==> src/design/sha_pkg.sv <==
`timescale 1ns / 1ps
// Shared types, constants and round functions of the SHA-256 message hasher.
// Used by the controller, the datapath and the top level; depends on nothing.
package sha_pkg;

   localparam int unsigned WORD_BITS  = 32;
   localparam int unsigned BLOCK_BITS = 512;
   localparam int unsigned TOTAL_BITS = 61;

   localparam logic [5:0] LAST_FILL  = 6'd63;
   localparam logic [5:0] PAD_LIMIT  = 6'd56;
   localparam logic [5:0] LAST_ROUND = 6'd63;
   localparam logic [2:0] LAST_WORD  = 3'd7;
   localparam logic [7:0] PAD_MARK   = 8'h80;

   localparam logic [31:0] INIT_H [8] = '{
      32'h6a09e667, 32'hbb67ae85, 32'h3c6ef372, 32'ha54ff53a,
      32'h510e527f, 32'h9b05688c, 32'h1f83d9ab, 32'h5be0cd19
   };

   localparam logic [31:0] ROUND_K [64] = '{
      32'h428a2f98, 32'h71374491, 32'hb5c0fbcf, 32'he9b5dba5,
      32'h3956c25b, 32'h59f111f1, 32'h923f82a4, 32'hab1c5ed5,
      32'hd807aa98, 32'h12835b01, 32'h243185be, 32'h550c7dc3,
      32'h72be5d74, 32'h80deb1fe, 32'h9bdc06a7, 32'hc19bf174,
      32'he49b69c1, 32'hefbe4786, 32'h0fc19dc6, 32'h240ca1cc,
      32'h2de92c6f, 32'h4a7484aa, 32'h5cb0a9dc, 32'h76f988da,
      32'h983e5152, 32'ha831c66d, 32'hb00327c8, 32'hbf597fc7,
      32'hc6e00bf3, 32'hd5a79147, 32'h06ca6351, 32'h14292967,
      32'h27b70a85, 32'h2e1b2138, 32'h4d2c6dfc, 32'h53380d13,
      32'h650a7354, 32'h766a0abb, 32'h81c2c92e, 32'h92722c85,
      32'ha2bfe8a1, 32'ha81a664b, 32'hc24b8b70, 32'hc76c51a3,
      32'hd192e819, 32'hd6990624, 32'hf40e3585, 32'h106aa070,
      32'h19a4c116, 32'h1e376c08, 32'h2748774c, 32'h34b0bcb5,
      32'h391c0cb3, 32'h4ed8aa4a, 32'h5b9cca4f, 32'h682e6ff3,
      32'h748f82ee, 32'h78a5636f, 32'h84c87814, 32'h8cc70208,
      32'h90befffa, 32'ha4506ceb, 32'hbef9a3f7, 32'hc67178f2
   };

   typedef struct packed {
      logic [7:0] data_byte;
      logic       byte_valid;
      logic       end_of_message;
   } req_payload_type;

   typedef struct packed {
      logic [31:0] digest_word;
      logic [2:0]  word_index;
      logic        last_word;
      logic        length_error;
   } rsp_payload_type;

   typedef struct packed {
      logic       absorb;
      logic       overflow_set;
      logic       pad_shift;
      logic       pad_mark;
      logic       pad_len;
      logic       load_work;
      logic       round;
      logic       finalize;
      logic       restart;
      logic [5:0] round_idx;
      logic [2:0] word_idx;
   } ctl_cmd_type;

   typedef struct packed {
      logic [5:0] fill;
      logic       total_max;
   } ctl_status_type;

   function automatic logic [31:0] big_sigma0(input logic [31:0] x);
      big_sigma0 = {x[1:0], x[31:2]} ^ {x[12:0], x[31:13]} ^ {x[21:0], x[31:22]};
   endfunction

   function automatic logic [31:0] big_sigma1(input logic [31:0] x);
      big_sigma1 = {x[5:0], x[31:6]} ^ {x[10:0], x[31:11]} ^ {x[24:0], x[31:25]};
   endfunction

   function automatic logic [31:0] small_sigma0(input logic [31:0] x);
      small_sigma0 = {x[6:0], x[31:7]} ^ {x[17:0], x[31:18]} ^ {3'b000, x[31:3]};
   endfunction

   function automatic logic [31:0] small_sigma1(input logic [31:0] x);
      small_sigma1 = {x[16:0], x[31:17]} ^ {x[18:0], x[31:19]} ^ {10'b0, x[31:10]};
   endfunction

endpackage

==> src/design/sha256_message_hasher.sv <==
`timescale 1ns / 1ps
// SHA-256 message hasher top level: controller plus datapath.
// Depends on sha_pkg, sha_controller and sha_datapath.
//
// Usage: the req channel carries one transaction per item: an optional message
// byte (byte_valid) and an end-of-message mark. The rsp channel delivers the
// eight digest words, word 0 first, with last_word on the eighth and the sticky
// length error flag on every word. Both channels use valid/stall.
// A transaction with a byte is taken while req_stall is low. The byte that
// completes a 64-byte block holds req_stall high through 64 rounds of the single
// round unit, one round per cycle, and then a step that adds into the hash words.
// No new byte is taken until that block is finished.
// After an end mark, padding shifts in one byte per cycle up to the end of the
// block (one or two blocks, each followed by its compression), then the digest
// words appear one per cycle while rsp_stall is low; a stalled word holds.
// Input is stalled from the end mark until the last digest word is taken, and
// the hasher then starts a new message. Synchronous reset loads the initial hash
// values and clears the length and fill counters; no clearing pass is needed.
module sha256_message_hasher (
   input  logic                     clock,
   input  logic                     reset,
   input  logic                     req_valid,
   output logic                     req_stall,
   input  sha_pkg::req_payload_type req_payload,
   output logic                     rsp_valid,
   input  logic                     rsp_stall,
   output sha_pkg::rsp_payload_type rsp_payload
);
   import sha_pkg::*;

   ctl_cmd_type    cmd;
   ctl_status_type status;

   sha_controller u_controller (
      .clock       (clock),
      .reset       (reset),
      .req_valid   (req_valid),
      .req_stall   (req_stall),
      .req_payload (req_payload),
      .rsp_valid   (rsp_valid),
      .rsp_stall   (rsp_stall),
      .status      (status),
      .cmd         (cmd)
   );

   sha_datapath u_datapath (
      .clock       (clock),
      .reset       (reset),
      .req_byte    (req_payload.data_byte),
      .cmd         (cmd),
      .status      (status),
      .rsp_payload (rsp_payload)
   );

endmodule

==> src/design/sha_datapath.sv <==
`timescale 1ns / 1ps
// Datapath of the SHA-256 hasher: block shift register, message schedule,
// round registers, hash words and length counter. Depends on sha_pkg.
module sha_datapath (
   input  logic                     clock,
   input  logic                     reset,
   input  logic [7:0]               req_byte,
   input  sha_pkg::ctl_cmd_type     cmd,
   output sha_pkg::ctl_status_type  status,
   output sha_pkg::rsp_payload_type rsp_payload
);
   import sha_pkg::*;

   logic [BLOCK_BITS-1:0] blk_ff, blk_in;
   logic [31:0]           hash_ff [8];
   logic [31:0]           hash_in [8];
   logic [31:0]           work_ff [8];
   logic [31:0]           work_in [8];
   logic [5:0]            fill_ff, fill_in;
   logic [TOTAL_BITS-1:0] total_ff, total_in;
   logic                  ovf_ff, ovf_in;

   logic [7:0][7:0] len_bytes;
   logic [7:0]      pad_byte;
   logic [7:0]      shift_byte;
   logic [31:0]     w_new;
   logic [31:0]     t1;
   logic [31:0]     t2;

   assign len_bytes = {total_ff, 3'b000};

   always_comb begin
      pad_byte = '0;
      if (cmd.pad_mark) begin
         pad_byte = PAD_MARK;
      end else if (cmd.pad_len) begin
         // Bit length goes out most significant byte first over the last eight slots.
         pad_byte = len_bytes[~fill_ff[2:0]];
      end
      shift_byte = cmd.absorb ? req_byte : pad_byte;

      // The oldest schedule word sits at the top of the block register.
      w_new = small_sigma1(blk_ff[63 -: 32]) + blk_ff[223 -: 32]
            + small_sigma0(blk_ff[479 -: 32]) + blk_ff[511 -: 32];

      t1 = work_ff[7] + big_sigma1(work_ff[4])
         + ((work_ff[4] & work_ff[5]) ^ (~work_ff[4] & work_ff[6]))
         + ROUND_K[cmd.round_idx] + blk_ff[511 -: 32];
      t2 = big_sigma0(work_ff[0])
         + ((work_ff[0] & work_ff[1]) ^ (work_ff[0] & work_ff[2]) ^ (work_ff[1] & work_ff[2]));

      blk_in   = blk_ff;
      fill_in  = fill_ff;
      total_in = total_ff;
      ovf_in   = ovf_ff;
      hash_in  = hash_ff;
      work_in  = work_ff;

      if (cmd.absorb || cmd.pad_shift) begin
         blk_in  = {blk_ff[BLOCK_BITS-9:0], shift_byte};
         fill_in = fill_ff + 6'd1;
      end else if (cmd.round) begin
         blk_in = {blk_ff[BLOCK_BITS-WORD_BITS-1:0], w_new};
      end
      if (cmd.absorb) begin
         total_in = total_ff + TOTAL_BITS'(1);
      end
      if (cmd.overflow_set) begin
         ovf_in = 1'b1;
      end

      if (cmd.load_work) begin
         work_in = hash_ff;
      end else if (cmd.round) begin
         work_in[0] = t1 + t2;
         work_in[1] = work_ff[0];
         work_in[2] = work_ff[1];
         work_in[3] = work_ff[2];
         work_in[4] = work_ff[3] + t1;
         work_in[5] = work_ff[4];
         work_in[6] = work_ff[5];
         work_in[7] = work_ff[6];
      end

      if (cmd.finalize) begin
         for (int i = 0; i < 8; i++) begin
            hash_in[i] = hash_ff[i] + work_ff[i];
         end
      end

      if (cmd.restart) begin
         hash_in  = INIT_H;
         fill_in  = '0;
         total_in = '0;
         ovf_in   = 1'b0;
      end
   end

   always_ff @(posedge clock) begin
      blk_ff  <= blk_in;
      work_ff <= work_in;
   end

   always_ff @(posedge clock) begin
      if (reset) begin
         hash_ff  <= INIT_H;
         fill_ff  <= '0;
         total_ff <= '0;
         ovf_ff   <= 1'b0;
      end else begin
         hash_ff  <= hash_in;
         fill_ff  <= fill_in;
         total_ff <= total_in;
         ovf_ff   <= ovf_in;
      end
   end

   assign status.fill      = fill_ff;
   assign status.total_max = &total_ff;

   assign rsp_payload.digest_word  = hash_ff[cmd.word_idx];
   assign rsp_payload.word_index   = cmd.word_idx;
   assign rsp_payload.last_word    = (cmd.word_idx == LAST_WORD);
   assign rsp_payload.length_error = ovf_ff;

`ifndef SYNTHESIS
   // The byte that completes a block must start its compression in the same cycle.
   a_full_block_loads: assert property (@(posedge clock) disable iff (reset)
      ((cmd.absorb || cmd.pad_shift) && fill_ff == LAST_FILL) |-> cmd.load_work)
      else $error("block completed without starting compression");
   a_restart_clears: assert property (@(posedge clock) disable iff (reset)
      cmd.restart |=> (fill_ff == '0 && !ovf_ff && total_ff == '0))
      else $error("restart left message state behind");
   a_no_shift_in_round: assert property (@(posedge clock) disable iff (reset)
      cmd.round |-> !(cmd.absorb || cmd.pad_shift || cmd.load_work))
      else $error("block register shifted during a round");
`endif

endmodule

==> src/design/sha_controller.sv <==
`timescale 1ns / 1ps
// Controller of the SHA-256 hasher: sequences absorb, padding, rounds,
// finalization and digest output. Depends on sha_pkg.
module sha_controller (
   input  logic                     clock,
   input  logic                     reset,
   input  logic                     req_valid,
   output logic                     req_stall,
   input  sha_pkg::req_payload_type req_payload,
   output logic                     rsp_valid,
   input  logic                     rsp_stall,
   input  sha_pkg::ctl_status_type  status,
   output sha_pkg::ctl_cmd_type     cmd
);
   import sha_pkg::*;

   typedef enum logic [4:0] {
      ST_IDLE  = 5'b00001,
      ST_PAD   = 5'b00010,
      ST_ROUND = 5'b00100,
      ST_FINAL = 5'b01000,
      ST_EMIT  = 5'b10000
   } state_type;

   state_type  state_ff, state_in;
   logic [5:0] round_ff, round_in;
   logic [2:0] word_ff, word_in;
   logic       end_pend_ff, end_pend_in;
   logic       mark_pend_ff, mark_pend_in;
   logic       len_blk_ff, len_blk_in;

   assign req_stall = (state_ff != ST_IDLE);
   assign rsp_valid = (state_ff == ST_EMIT);

   always_comb begin
      cmd           = '0;
      cmd.round_idx = round_ff;
      cmd.word_idx  = word_ff;
      state_in      = state_ff;
      round_in      = round_ff;
      word_in       = word_ff;
      end_pend_in   = end_pend_ff;
      mark_pend_in  = mark_pend_ff;
      len_blk_in    = len_blk_ff;

      case (state_ff)
         ST_IDLE: begin
            if (req_valid) begin
               cmd.absorb       = req_payload.byte_valid && !status.total_max;
               cmd.overflow_set = req_payload.byte_valid && status.total_max;
               if (cmd.absorb && status.fill == LAST_FILL) begin
                  cmd.load_work = 1'b1;
                  state_in      = ST_ROUND;
                  round_in      = '0;
                  end_pend_in   = req_payload.end_of_message;
                  mark_pend_in  = 1'b1;
                  len_blk_in    = 1'b0;
               end else if (req_payload.end_of_message) begin
                  state_in     = ST_PAD;
                  end_pend_in  = 1'b1;
                  mark_pend_in = 1'b1;
                  len_blk_in   = 1'b0;
               end
            end
         end
         ST_PAD: begin
            cmd.pad_shift = 1'b1;
            cmd.pad_mark  = mark_pend_ff;
            cmd.pad_len   = len_blk_ff && !mark_pend_ff && (status.fill inside {[56:63]});
            mark_pend_in  = 1'b0;
            // The length fits in this block only if the marker lands before slot 56.
            if (mark_pend_ff && status.fill < PAD_LIMIT) begin
               len_blk_in = 1'b1;
            end
            if (status.fill == LAST_FILL) begin
               cmd.load_work = 1'b1;
               state_in      = ST_ROUND;
               round_in      = '0;
            end
         end
         ST_ROUND: begin
            cmd.round = 1'b1;
            round_in  = round_ff + 6'd1;
            if (round_ff == LAST_ROUND) begin
               state_in = ST_FINAL;
            end
         end
         ST_FINAL: begin
            cmd.finalize = 1'b1;
            if (!end_pend_ff) begin
               state_in = ST_IDLE;
            end else if (mark_pend_ff) begin
               state_in = ST_PAD;
            end else if (len_blk_ff) begin
               state_in = ST_EMIT;
               word_in  = '0;
            end else begin
               len_blk_in = 1'b1;
               state_in   = ST_PAD;
            end
         end
         ST_EMIT: begin
            if (!rsp_stall) begin
               word_in = word_ff + 3'd1;
               if (word_ff == LAST_WORD) begin
                  cmd.restart = 1'b1;
                  end_pend_in = 1'b0;
                  state_in    = ST_IDLE;
               end
            end
         end
         default: begin
            state_in = ST_IDLE;
         end
      endcase
   end

   always_ff @(posedge clock) begin
      if (reset) begin
         state_ff     <= ST_IDLE;
         round_ff     <= '0;
         word_ff      <= '0;
         end_pend_ff  <= 1'b0;
         mark_pend_ff <= 1'b0;
         len_blk_ff   <= 1'b0;
      end else begin
         state_ff     <= state_in;
         round_ff     <= round_in;
         word_ff      <= word_in;
         end_pend_ff  <= end_pend_in;
         mark_pend_ff <= mark_pend_in;
         len_blk_ff   <= len_blk_in;
      end
   end

`ifndef SYNTHESIS
   a_emit_blocks_input: assert property (@(posedge clock) disable iff (reset)
      rsp_valid |-> req_stall)
      else $error("input open while digest is being delivered");
   a_final_after_rounds: assert property (@(posedge clock) disable iff (reset)
      (state_ff == ST_FINAL) |-> $past(state_ff == ST_ROUND && round_ff == LAST_ROUND))
      else $error("finalization without 64 rounds");
   a_last_word_idle: assert property (@(posedge clock) disable iff (reset)
      (rsp_valid && !rsp_stall && word_ff == LAST_WORD) |=> (state_ff == ST_IDLE))
      else $error("controller did not return to idle after the digest");
   a_emit_needs_length: assert property (@(posedge clock) disable iff (reset)
      $rose(rsp_valid) |-> $past(len_blk_ff && !mark_pend_ff))
      else $error("digest emitted before the length block was compressed");
`endif

endmodule

==> config.mk <==
export PLATFORM = sky130hd
export DESIGN_NAME = sha256_message_hasher
export DESIGN_NICKNAME = d
export VERILOG_FILES = /design/src/design/sha_pkg.sv /design/src/design/sha256_message_hasher.sv /design/src/design/sha_datapath.sv /design/src/design/sha_controller.sv
export SDC_FILE = /design/constraint.sdc
export NUM_CORES = 2
export LEC_CHECK = 0
export CAP_MARGIN = 5
export CORE_ASPECT_RATIO = 1.75
export CORE_MARGIN = 2
export CORE_UTILIZATION = 35
export DETAILED_ROUTE_END_ITERATION = 7
export DONT_BUFFER_PORTS = 1
export GPL_TIMING_DRIVEN = 0
export HOLD_SLACK_MARGIN = 0.15
export PLACE_DENSITY = 0.48
export SLEW_MARGIN = 40
export SYNTH_ARGS = -nofsm -noshare
export SYNTH_HDL_FRONTEND = slang
export SYNTH_SLANG_ARGS = --single-unit
==> constraint.sdc <==
create_clock -name clock -period 35 [get_ports clock]
set_clock_uncertainty 0.2 [all_clocks]
set_input_delay 7 -clock clock [delete_from_list [all_inputs] [get_ports clock]]
set_output_delay 7 -clock clock [all_outputs]
set_load 0.02 [all_outputs]
## Word level (Yosys, flattened, before mapping)

Memories as Yosys holds them, arrays and structs flattened.
Index checks and enable logic that the tools add are counted.

- Flip-flop bits (word level): 1109
- Bits in read-only memories: 2048
- Bits of input ports: 14
- Output and inout bits: 39
- Logic and storage cells: 182
- Memories: 1

- $add $sub $neg: 22
- Magnitude comparators: 6
- Equality and inequality tests: 20
- Muxes and demuxes: 62
- Bitwise gates (word level): 20
- Reductions and logical operators: 25

Memory list:

| name | words | bits a word | rd ports | clocked after Yosys merged registers in | write ports | line | source |
|---|---|---|---|---|---|---|---|
| (no name shown) | 64 | 32 | 1 | 0 | 0 | sha_datapath.sv:48 | `+ ROUND_K[cmd.round_idx] + blk_ff[511 -: 32];` |

Operators with widths:

| operator | count |
|---|---|
| $mux W512 | 2 |
| $add A32 B32 Y32 | 18 |
| $mux W256 | 2 |
| $xor A32 B32 Y32 | 9 |
| $and A32 B32 Y32 | 5 |
| $mux W32 | 4 |
| $bmux W32 S3 | 1 |
| $add A61 B1 Y61 const B | 1 |
| $reduce_and A61 Y1 | 1 |
| $mux W5 | 10 |
| $mux W8 | 4 |
| $not A32 Y32 | 1 |
| $xor A32 B22 Y32 | 1 |
| $xor A32 B29 Y32 | 1 |
| $pmux W5 S5 | 1 |
| $bmux W8 S3 | 1 |
| $mux W1 | 21 |
| $mux W6 | 3 |
| $pmux W6 S3 | 1 |
| $mux W3 | 5 |
| $ne A2 B1 Y1 const B | 7 |
| $add A6 B1 Y6 const B | 2 |
| $eq A6 B6 Y1 const B | 2 |
| $reduce_and A6 Y1 | 2 |
| 32 further kinds | 50 |

## Longest topological paths before layout

- Word-level depth: 9
- Mapped depth: 41
- Mapped depth without buffers: 39

## By module

A second synthesis with hierarchy kept.

- Cells, all modules: 7966
- Area, all modules: 74710.4 µm²

By module, submodules not included:

| module | instances | cells an instance | area each (µm²) | seq. area each (µm²) |
|---|---|---|---|---|
| sha_datapath | 1 | 7853 | 73755.7 | 29548.3 |
| sha_controller | 1 | 113 | 954.7 | 340.3 |

## Worst setup path after synthesis

No wires, ideal clock.

- Kind: input to register
- Start point: input req_valid
- End point: register u_datapath.blk_ff[0], enable pin
- Setup time: 3664 ps
- Arrival time: 16039 ps
- Data required time: 31136 ps
- Slack: 15097 ps
- Cell stages on the path: 7
- Buffers on the path: 3
- Cell sequence: nand3_2 nor2b_1 buf_2 nor2_2 buf_2 buf_2 nand2_1

- Word-level cells in the longest chain between the ends: 4

Ends and longest elaborated chain:

| what | line | source |
|---|---|---|
| start, declared | sha256_message_hasher.sv:22 | `input logic req_valid,` |
| $mux W2 | sha_controller.sv:48 | `if (req_valid) begin` |
| $mux W2 | sha_controller.sv:46 | `case (state_ff)` |
| $logic_or A1 B1 Y1 | sha_datapath.sv:59 | `if (cmd.absorb \|\| cmd.pad_shift) begin` |
| $reduce_bool A2 Y1 (no source line) | n/a |  |
| end signal, assigned | sha_datapath.sv:100 | `blk_ff <= blk_in;` |
| end, declared | sha_datapath.sv:14 | `logic [BLOCK_BITS-1:0] blk_ff, blk_in;` |

No other way between the ends.
A chain may end at the register's enable or synchronous reset.

==> impl_metrics.env <==
export IMPL_status="complete, no violations"
export IMPL_power_density_nw_per_um2=87.7
export IMPL_start_util_pct=35.2
export IMPL_cp_end_kind="flip-flop"
export IMPL_crit_arrival_ns=14.13
export IMPL_async_reset_ff_share_pct=0
export IMPL_post_cts_buffers=0
export IMPL_clk_path_buf_depth=3
export IMPL_fmax_mhz=72.4
export IMPL_synth_cell_types=98
export IMPL_io_buffers=0
export IMPL_synthCells=8375
export IMPL_cts_tree="yes"
export IMPL_track_usage_pct=32.7
export IMPL_grt_max_degree=65
export IMPL_die_w_um=353
export IMPL_p_int_w=0.00407
export IMPL_syn_area_um2=74700
export IMPL_synth_fp_nets=8980
export IMPL_grt_pass1_vias=66200
export IMPL_grt_pass1_wl_um=500000
export IMPL_cpMaxStageDelayCell="clkinv_1"
export IMPL_vias=64400
export IMPL_hold_end="u_datapath.blk_ff[273]"
export IMPL_firstDrtPassIters=8
export IMPL_drc=0
export IMPL_report_final_slew_viol_count=0
export IMPL_io_pins=53
export IMPL_layout_drive_gt1_share_pct=7.56
export IMPL_finalCriticalPeriod_ns=13.81
export IMPL_synth_area_leader_cell="edfxtp_1"
export IMPL_setup_viol=0
export IMPL_grt_overflow=0
export IMPL_cpPeakStageDelay_ns=0.80
export IMPL_swShare_pct=44.6
export IMPL_fin_area_um2=83800
export IMPL_cts_hold_buffers=0
export IMPL_drv_cap=0
export IMPL_dpl_cell_area_um2=79800
export IMPL_cts_sinks=1109
export IMPL_synth_top_area_share_pct=30.9
export IMPL_finish_utilization_pct=39.5
export IMPL_yosysSeqAreaShare_pct=40.0
export IMPL_timing_setup_tns_ns=0
export IMPL_p_clk_share_pct=18.0
export IMPL_drtAntennaViolNets=0
export IMPL_period_share_pct=39.5
export IMPL_critPathLaunch="u_controller.round_ff[1]"
export IMPL_wl_per_cell_um=31.5
export IMPL_hold_path_class="flip-flop to flip-flop"
export IMPL_min_path_cells=2
export IMPL_ys_flop_type="edfxtp_1"
export IMPL_path_max_fanout=13
export IMPL_die_h_um=615
export IMPL_min_from="u_datapath.blk_ff[241]"
export IMPL_synth_seq_cells=1109
export IMPL_worst_setup_path_start_kind="flip-flop"
export IMPL_cpMostUsedCell="fa_1"
export IMPL_syn_avg_cell_area_um2=8.92
export IMPL_grt_setup_unrepaired="no"
export IMPL_worst_slew_pin_transition_ns=0.903
export IMPL_fin_nets=9160
export IMPL_hpwl_um=294000
export IMPL_place_congestion=1.00
export IMPL_core_area_um2=212000
export IMPL_drt_iter0_drc=5368
export IMPL_reg2reg_slack_ns=21.19
export IMPL_seq_power_share_pct=28.4
export IMPL_synthTopCellsByArea="edfxtp_1 (31%), nand2_1 (13%), dfxtp_1 (9.1%), ha_1 (6.6%), fa_1 (5.2%)"
export IMPL_p_switching_w=0.00327
export IMPL_r2r_start="u_controller.round_ff[1]"
export IMPL_combPwrFrac_pct=53.6
export IMPL_critPathKind="flip-flop to flip-flop"
export IMPL_clk_pin_slew_ns=0.07
export IMPL_ctsHtreeMaxLevel=3
export IMPL_reg2regPathDepth=37
export IMPL_ys_top_cells_by_count="nand2_1 (2523), edfxtp_1 (768), a21oi_1 (540)"
export IMPL_post_cts_resized=0
export IMPL_via_per_inst=5.60
export IMPL_drt_wl_total_um=362000
export IMPL_ys_warn_count=0
export IMPL_cts_root_buffer="clkbuf_16"
export IMPL_ir_drop_mv=0.0919
export IMPL_crit_required_ns=35.32
export IMPL_leakagePower_nw=34.0
export IMPL_syn2layout_area_growth_pct=12.2
export IMPL_yosysMostFrequentCell="nand2_1"
export IMPL_hold_violations=0
export IMPL_synth_edff_count=768
export IMPL_clk_latency_ns=0.82
export IMPL_rows=224
export IMPL_die_area_um2=217000
export IMPL_cts_buffers=118
export IMPL_antenna_found_initial=20
export IMPL_r2r_end="u_datapath.work_ff[255]"
export IMPL_max_slew_margin_pct=39.1
worst max-delay path by stage:
stage | to | slack [ns] | cells after the start
after global routing | u_datapath.work_ff[255] | 21.07 | 37
after global placement | u_datapath.blk_ff[152] | 8.31 | 7
final | u_datapath.work_ff[255] | 21.19 | 37
after detailed placement | u_datapath.work_ff[255] | 21.61 | 37
after floorplan | u_datapath.blk_ff[0] | 15.10 | 7
after CTS | u_datapath.work_ff[255] | 21.61 | 37
layout by cell type (no fill, tap or decap), drive strengths merged, types with 101 or more instances in the layout:
master / Yosys / final
a21oi: 541 / 541
o21ai: 404 / 404
xor2: 187 / 187
o211ai: 101 / 101
dfxtp: 341 / 341
clkbuf: 375 / 550
edfxtp: 768 / 768
fa: 195 / 195
nor2: 355 / 355
nand2: 2525 / 2525
xnor2: 409 / 409
ha: 396 / 396
a21o: 152 / 152
nand3: 113 / 113
buf: 114 / 172
inv: 301 / 303
sequential cells by signal (all words and copies together), names as in the netlist:
signal                     flops
u_datapath.total_ff           61
u_datapath.fill_ff             6
u_controller.state_ff          5
u_datapath.blk_ff            512
u_controller.end_pend_ff       1
u_datapath.ovf_ff              1
u_controller.mark_pend_ff      1
u_controller.len_blk_ff        1
u_datapath.work_ff           256
u_controller.round_ff          6
u_controller.word_ff           3
u_datapath.hash_ff           256
per-stage QoR:
stage | worst slack, ns | cells | power, W | hold WS, ns
floorplan | 15.10 | 8375 | 0.00481 | 0.238
global placement | 8.31 | 11200 | 0.00606 | 0.261
detailed placement | 21.61 | 11300 | 0.00596 | 0.282
CTS | 21.61 | 11500 | 0.00732 | 0.269
global route | 21.07 | 11500 | 0.00780 | 0.307
finish | 21.19 | 11500 | 0.00735 | 0.282
kinds of logic (layout without fill, tap and decap cells):
family                     after synthesis  in the layout  synth area share [%]
buffers and inverters                  794           1075                  4.22
AOI/OAI and AO/OA                     1638           1638                  13.6
muxes                                  168            168                  3.69
and+or+nand+nor                       3452           3452                  19.2
DFF                                   1109           1109                  40.0
other                                    0             17                     0
xor gates and xnor gates               597            597                  7.02
adders and majority gates              617            617                  12.2
metal layers:
| metal | routed length [um] | GRT usage, % | share of wire, % | vias up |
|---|---|---|---|---|
| met3 | 17000 | 4.93 | 4.7 | 1130 |
| met5 | 61 | 0 | 0.017 | - |
| met4 | 46700 | 34.6 | 13 | 10 |
| met2 | 187000 | 59.9 | 51 | 2405 |
| met1 | 112000 | 29.4 | 31 | 31500 |
| li1 | - | - | - | 29300 |
power groups by stage:
stage	clock, W	combinational, W	sequential (W)
after floorplan	0	0.00270	0.00211
after global placement	0	0.00378	0.00228
after detailed placement	0	0.00386	0.00211
after CTS	0.00134	0.00389	0.00209
after global routing	0.00138	0.00431	0.00210
final	0.00132	0.00394	0.00209
worst max-delay path, delay by kind of cell, from the launching register on:
kind | cells | cell delay [ns]
adder cells (fa/ha/maj) | 7 | 3.47
AND/OR/NAND/NOR | 12 | 3.24
flip-flops | 1 | 0.65
XOR/XNOR | 2 | 0.84
buffers and inverters | 6 | 2.19
AO/OA/AOI/OAI | 10 | 2.94
final cells by class:
| class | count | area [um^2] |
|---|---|---|
| fillers | 22100 | 129000 |
| multi-input cells | 6472 | 41800 |
| flip-flops and latches | 1109 | 29900 |
| well taps | 2825 | 3530 |
| clock buffers | 173 | 3380 |
| plain buffers | 489 | 2170 |
| repair buffers | 60 | 1310 |
| inverters | 305 | 1150 |
| clock inverters | 48 | 514 |
| diodes | 17 | 42.5 |
Power figures use the tool's default switching activity.
